==> config.mk <==
export PLATFORM = sky130hd
export DESIGN_NAME = lru_sac_pick
export DESIGN_NICKNAME = d
export VERILOG_FILES = /design/src/rtl/core/lru_sac_pkg.sv /design/src/rtl/core/lru_sac_pick.sv
export SDC_FILE = /design/constraint.sdc
export NUM_CORES = 1
export LEC_CHECK = 0
export ABC_AREA = 1
export BUFFER_PORTS_ARGS = -buffer_cell sky130_fd_sc_hd__buf_2
export CAP_MARGIN = 20
export CORE_AREA = 2 2 331 333
export DETAILED_ROUTE_END_ITERATION = 8
export DIE_AREA = 0 0 333 335
export SYNTH_ARGS = -nofsm -noshare
export SYNTH_HDL_FRONTEND = slang
export SYNTH_SLANG_ARGS = --single-unit
==> constraint.sdc <==
create_clock -name vclk -period 14.73
set_clock_uncertainty 0.05 [all_clocks]
set_input_delay 1.473 -clock vclk [all_inputs]
set_output_delay 1.473 -clock vclk [all_outputs]
set_load 0.02 [all_outputs]
==> src/rtl/core/lru_sac_pkg.sv <==
package lru_sac_pkg;

    // Fixed field widths.
    localparam int STAMP_W = 32;
    localparam int TAG_W   = 64;
    localparam int ADDR_W  = 64;
    localparam int OP_W    = 2;
    localparam int OUT_W   = 2;
    localparam int CFG_IDX_W  = 2;
    localparam int CFG_DATA_W = 6;

    localparam logic [STAMP_W-1:0] SAT32 = '1;

    // Operation codes.
    localparam logic [OP_W-1:0] OP_LOAD   = 2'd0;
    localparam logic [OP_W-1:0] OP_STORE  = 2'd1;
    localparam logic [OP_W-1:0] OP_MODIFY = 2'd2;

    // Outcome codes of the first lookup.
    localparam logic [OUT_W-1:0] OUT_HIT   = 2'd0;
    localparam logic [OUT_W-1:0] OUT_FILL  = 2'd1;
    localparam logic [OUT_W-1:0] OUT_EVICT = 2'd2;

    // Configuration register indexes.
    localparam logic [CFG_IDX_W-1:0] CFG_SET_BITS    = 2'd0;
    localparam logic [CFG_IDX_W-1:0] CFG_OFFSET_BITS = 2'd1;
    localparam logic [CFG_IDX_W-1:0] CFG_WAYS        = 2'd2;

    // Reset values of the configuration registers.
    localparam logic [2:0] RST_SET_BITS    = 3'd4;
    localparam logic [5:0] RST_OFFSET_BITS = 6'd4;
    localparam logic [3:0] RST_WAYS        = 4'd1;

    // Outcome of one way selection.
    typedef struct packed {
        logic hit;
        logic fill;
        logic evict;
    } t_pick;

    // Saturating increment of a 32-bit count.
    function automatic logic [STAMP_W-1:0] sat_inc(input logic [STAMP_W-1:0] v);
        sat_inc = (v == SAT32) ? v : v + 1'b1;
    endfunction

endpackage

==> src/rtl/core/lru_sac_pick.sv <==
module lru_sac_pick #(
    parameter int MAX_WAYS = 8,
    localparam int WW = (MAX_WAYS > 1) ? $clog2(MAX_WAYS) : 1,
    localparam int CW = $clog2(MAX_WAYS + 1)
) (
    input  logic [MAX_WAYS*lru_sac_pkg::STAMP_W-1:0] i_stamps,
    input  logic [MAX_WAYS*lru_sac_pkg::TAG_W-1:0]   i_tags,
    input  logic [lru_sac_pkg::TAG_W-1:0]            i_tag,
    input  logic [CW-1:0]                            i_ways,
    output lru_sac_pkg::t_pick                       o_res,
    output logic [WW-1:0]                            o_way
);

    localparam int P  = 1 << $clog2(MAX_WAYS);
    localparam int SW = lru_sac_pkg::STAMP_W;
    localparam int TW = lru_sac_pkg::TAG_W;

    always_comb begin
        logic [SW-1:0] st [MAX_WAYS];
        logic [TW-1:0] tg [MAX_WAYS];
        logic          en [MAX_WAYS];
        logic [SW-1:0] nst [2*P-1];
        logic [WW-1:0] nid [2*P-1];
        logic          hit;
        logic          empty;
        logic [WW-1:0] hway;
        logic [WW-1:0] eway;

        for (int w = 0; w < MAX_WAYS; w++) begin
            st[w] = i_stamps[w*SW +: SW];
            tg[w] = i_tags[w*TW +: TW];
            en[w] = (w < int'(i_ways));
        end

        // Lowest valid way whose tag matches.
        hit  = 1'b0;
        hway = '0;
        for (int w = MAX_WAYS - 1; w >= 0; w--) begin
            if (en[w] && (st[w] != '0) && (tg[w] == i_tag)) begin
                hit  = 1'b1;
                hway = WW'(w);
            end
        end

        // Highest empty way.
        empty = 1'b0;
        eway  = '0;
        for (int w = 0; w < MAX_WAYS; w++) begin
            if (en[w] && (st[w] == '0)) begin
                empty = 1'b1;
                eway  = WW'(w);
            end
        end

        // Minimum-stamp tree; ties go to the lower way. Unused ways sit at the top.
        for (int i = 0; i < P; i++) begin
            nst[P-1+i] = (i < MAX_WAYS && en[i]) ? st[i] : '1;
            nid[P-1+i] = WW'(i);
        end
        for (int i = P - 2; i >= 0; i--) begin
            if (nst[2*i+1] <= nst[2*i+2]) begin
                nst[i] = nst[2*i+1];
                nid[i] = nid[2*i+1];
            end else begin
                nst[i] = nst[2*i+2];
                nid[i] = nid[2*i+2];
            end
        end

        o_res.hit   = hit;
        o_res.fill  = !hit && empty;
        o_res.evict = !hit && !empty;
        if (hit) begin
            o_way = hway;
        end else if (empty) begin
            o_way = eway;
        end else begin
            o_way = nid[0];
        end
    end

endmodule

==> run_results.csv <==
group,metric,value,unit
run_status,outcome,"finished clean",
power_and_ir_drop,cellPowerDensity,54.3,nW/um2
logic_synthesis,yosysTopAreaCell,"nand2_1",
final_layout,final_util,0.207,
critical_path,cp_data_arrival_time,10.08,ns
global_route,grt_pass1_vias,23400,
sta,fin_setup_tns,0,ns
critical_path,endpoint,"o_way[0]",
logic_synthesis,ys_seq_area_frac,0,
global_route,grt_max_degree,67,
placement,port_buffers,842,
drt,drt-pass1-iter-count,6,
logic_synthesis,ys_types,39,
placement,gp_congestion,1.03,
drt,viasPerCell,4.62,
final_layout,drive_gt1_frac,0.231,
drt,first_iter_violations,2592,
floorplan,rows,121,
logic_synthesis,synth.most_common_cell,"nand2_1",
power_and_ir_drop,peakVddDrop,0.0000293,V
final_layout,clock_buffers,0,
logic_synthesis,syn_area,16800,um2
min_path,worstHoldPathType,"primary input to primary output",
floorplan,core_area,108000,um2
final_layout,nFillCells,12800,
logic_synthesis,syn_inst,3233,
floorplan,die_y,335,um
drt,wl,146000,um
critical_path,crit_required,13.21,ns
logic_synthesis,syn_nets,4293,
final_layout,num-nets-final,5025,
sta,tightestPinTransition,0.997,ns
drt,ant_nets,0,
power_and_ir_drop,leakage,12.0,nW
drt,drc,0,
floorplan,dieArea,112000,um2
floorplan,dieWidth,333,um
clock_network,hold_buffers,0,
placement,hpwl,130000,um
drt,vias,25000,
clock_network,postCtsSetupRepairBufs,0,
placement,dpl.cell_count,5376,
logic_synthesis,yosys.area.top_type_share,0.226,
global_route,grt_usage,0.247,
floorplan,ioPinCount,842,
critical_path,worst_path_largest_cell_delay,0.75,ns
critical_path,path_class,"primary input to primary output",
critical_path,cp-end-kind,"primary output",
final_layout,final_area,22400,um2
placement,dp_slack,3.22,ns
global_route,grt_pass1_wl,189000,um
logic_synthesis,synth_warnings,0,
critical_path,slowest_stage,"a21oi_4",
logic_synthesis,synth_area_leaders,"nand2_1, ha_1, nor2_1, xnor2_1, o21ai_0",
placement,placed_area,22300,um2
global_route,antenna_found_initial,87,
critical_path,cp-start-kind,"primary input",
critical_path,critPathMostFrequentCell,"nand2_1",
final_layout,seq_cell_count,0,
sta,fmax,0.0862,GHz
final_layout,stdcell_count,5411,
final_layout,multi_input_area,14900,um2
sta,hold_violations,0,
critical_path,worst-path-max-fanout,48,
clock_network,cts_repair_resize_count,0,
power_and_ir_drop,total_power,1.22,mW
sta,min_period,11.60,ns
sta,period_share,0.788,
flow_run,drv_cap,0,
critical_path,critPathLaunch,"i_ways[3]",
sta,maxSlewHeadroom,0.335,
final_layout,seq_area,0,um2
sta,setup_violations,0,
final_layout,area_growth,33.2,%
drt,avgRoutedWirePerCell,26.9,um
global_route,overflow,0,
sta,rsz0062_at_grt,"no",
logic_synthesis,synth_commonest_cells,"nand2_1, nor2_1, inv_1, o21ai_0, ha_1",
logic_synthesis,syn_avg_cell_area,5.20,um2
sta,drv_slew,0,
floorplan,initial_core_util,0.155,
sta,hold_slack,3.67,ns
sta,worst_slack,3.13,ns
## area by class of cell
cell class,instances,share of cell area
inverters,336,0.0563
diodes,34,0.00380
multi-input cells,2771,0.667
well taps,1414,0.0790
repair buffers,856,0.194
## power breakdown
part	internal [mW]	switching [mW]	leakage, nW	total [mW]
logic	0.411	0.804	12.0	1.22
clock network	0.000000288	0	0.000224	0.000000288
registers	0	0	0	0
total	0.411	0.804	12.0	1.22
## kinds of logic after synthesis
logic type / share of synthesized area
xor+xnor: 0.133
compound gates: 0.161
fa+ha+maj: 0.167
buf+inv: 0.112
simple gates: 0.427
## layer usage
| layer | share of wire | GRT usage | wire length (um) | up-vias |
|---|---|---|---|---|
| li1 | - | - | - | 11900 |
| met1 | 0.37 | 0.281 | 53300 | 11300 |
| met2 | 0.49 | 0.441 | 70700 | 1418 |
| met3 | 0.093 | 0.0551 | 13600 | 320 |
| met4 | 0.054 | 0.107 | 7800 | 54 |
| met5 | 0.0022 | 0 | 322 | - |
## worst max-delay path, delay by kind of cell
family | cells | cell delay, ns
buffers and inverters | 9 | 2.71
AO/OA/AOI/OAI | 9 | 2.34
AND/OR/NAND/NOR | 19 | 2.53
adder cells (fa/ha/maj) | 3 | 0.96
## worst min-delay path by stage
stage	to	cells after the start	from	slack [ns]
4_1_cts	o_way[0]	6	i_ways[3]	3.65
5_1_grt	o_way[0]	6	i_ways[3]	3.69
6_report	o_way[0]	6	i_ways[3]	3.67
3_3_place_gp	o_way[0]	6	i_ways[3]	3.65
3_5_place_dp	o_way[0]	6	i_ways[3]	3.65
2_1_floorplan	o_way[0]	4	i_ways[3]	3.25
## cell usage in the layout, fill, tap and decap left out, types with 2 or more instances in the layout
cell         n
o21ai_1     18
a31oi_1      2
nand4_1     97
inv_1      325
a21oi_2      6
nand3_1     45
nor4_2       4
o21ai_0    289
or2_2       28
xor2_1      84
nand2_1   1009
nor2_1     544
nor3_1      29
a21oi_1    142
nand3b_1     4
nand2_2      3
nor2_4       4
xnor2_1    172
ha_1       224
o21a_1       3
diode_2     34
buf_2      842
nor4_1       3
o211ai_1     5
inv_2       10
o22ai_1     43
buf_4       13
a21o_1       5
No activity file was read; power rests on OpenSTA's default activity.
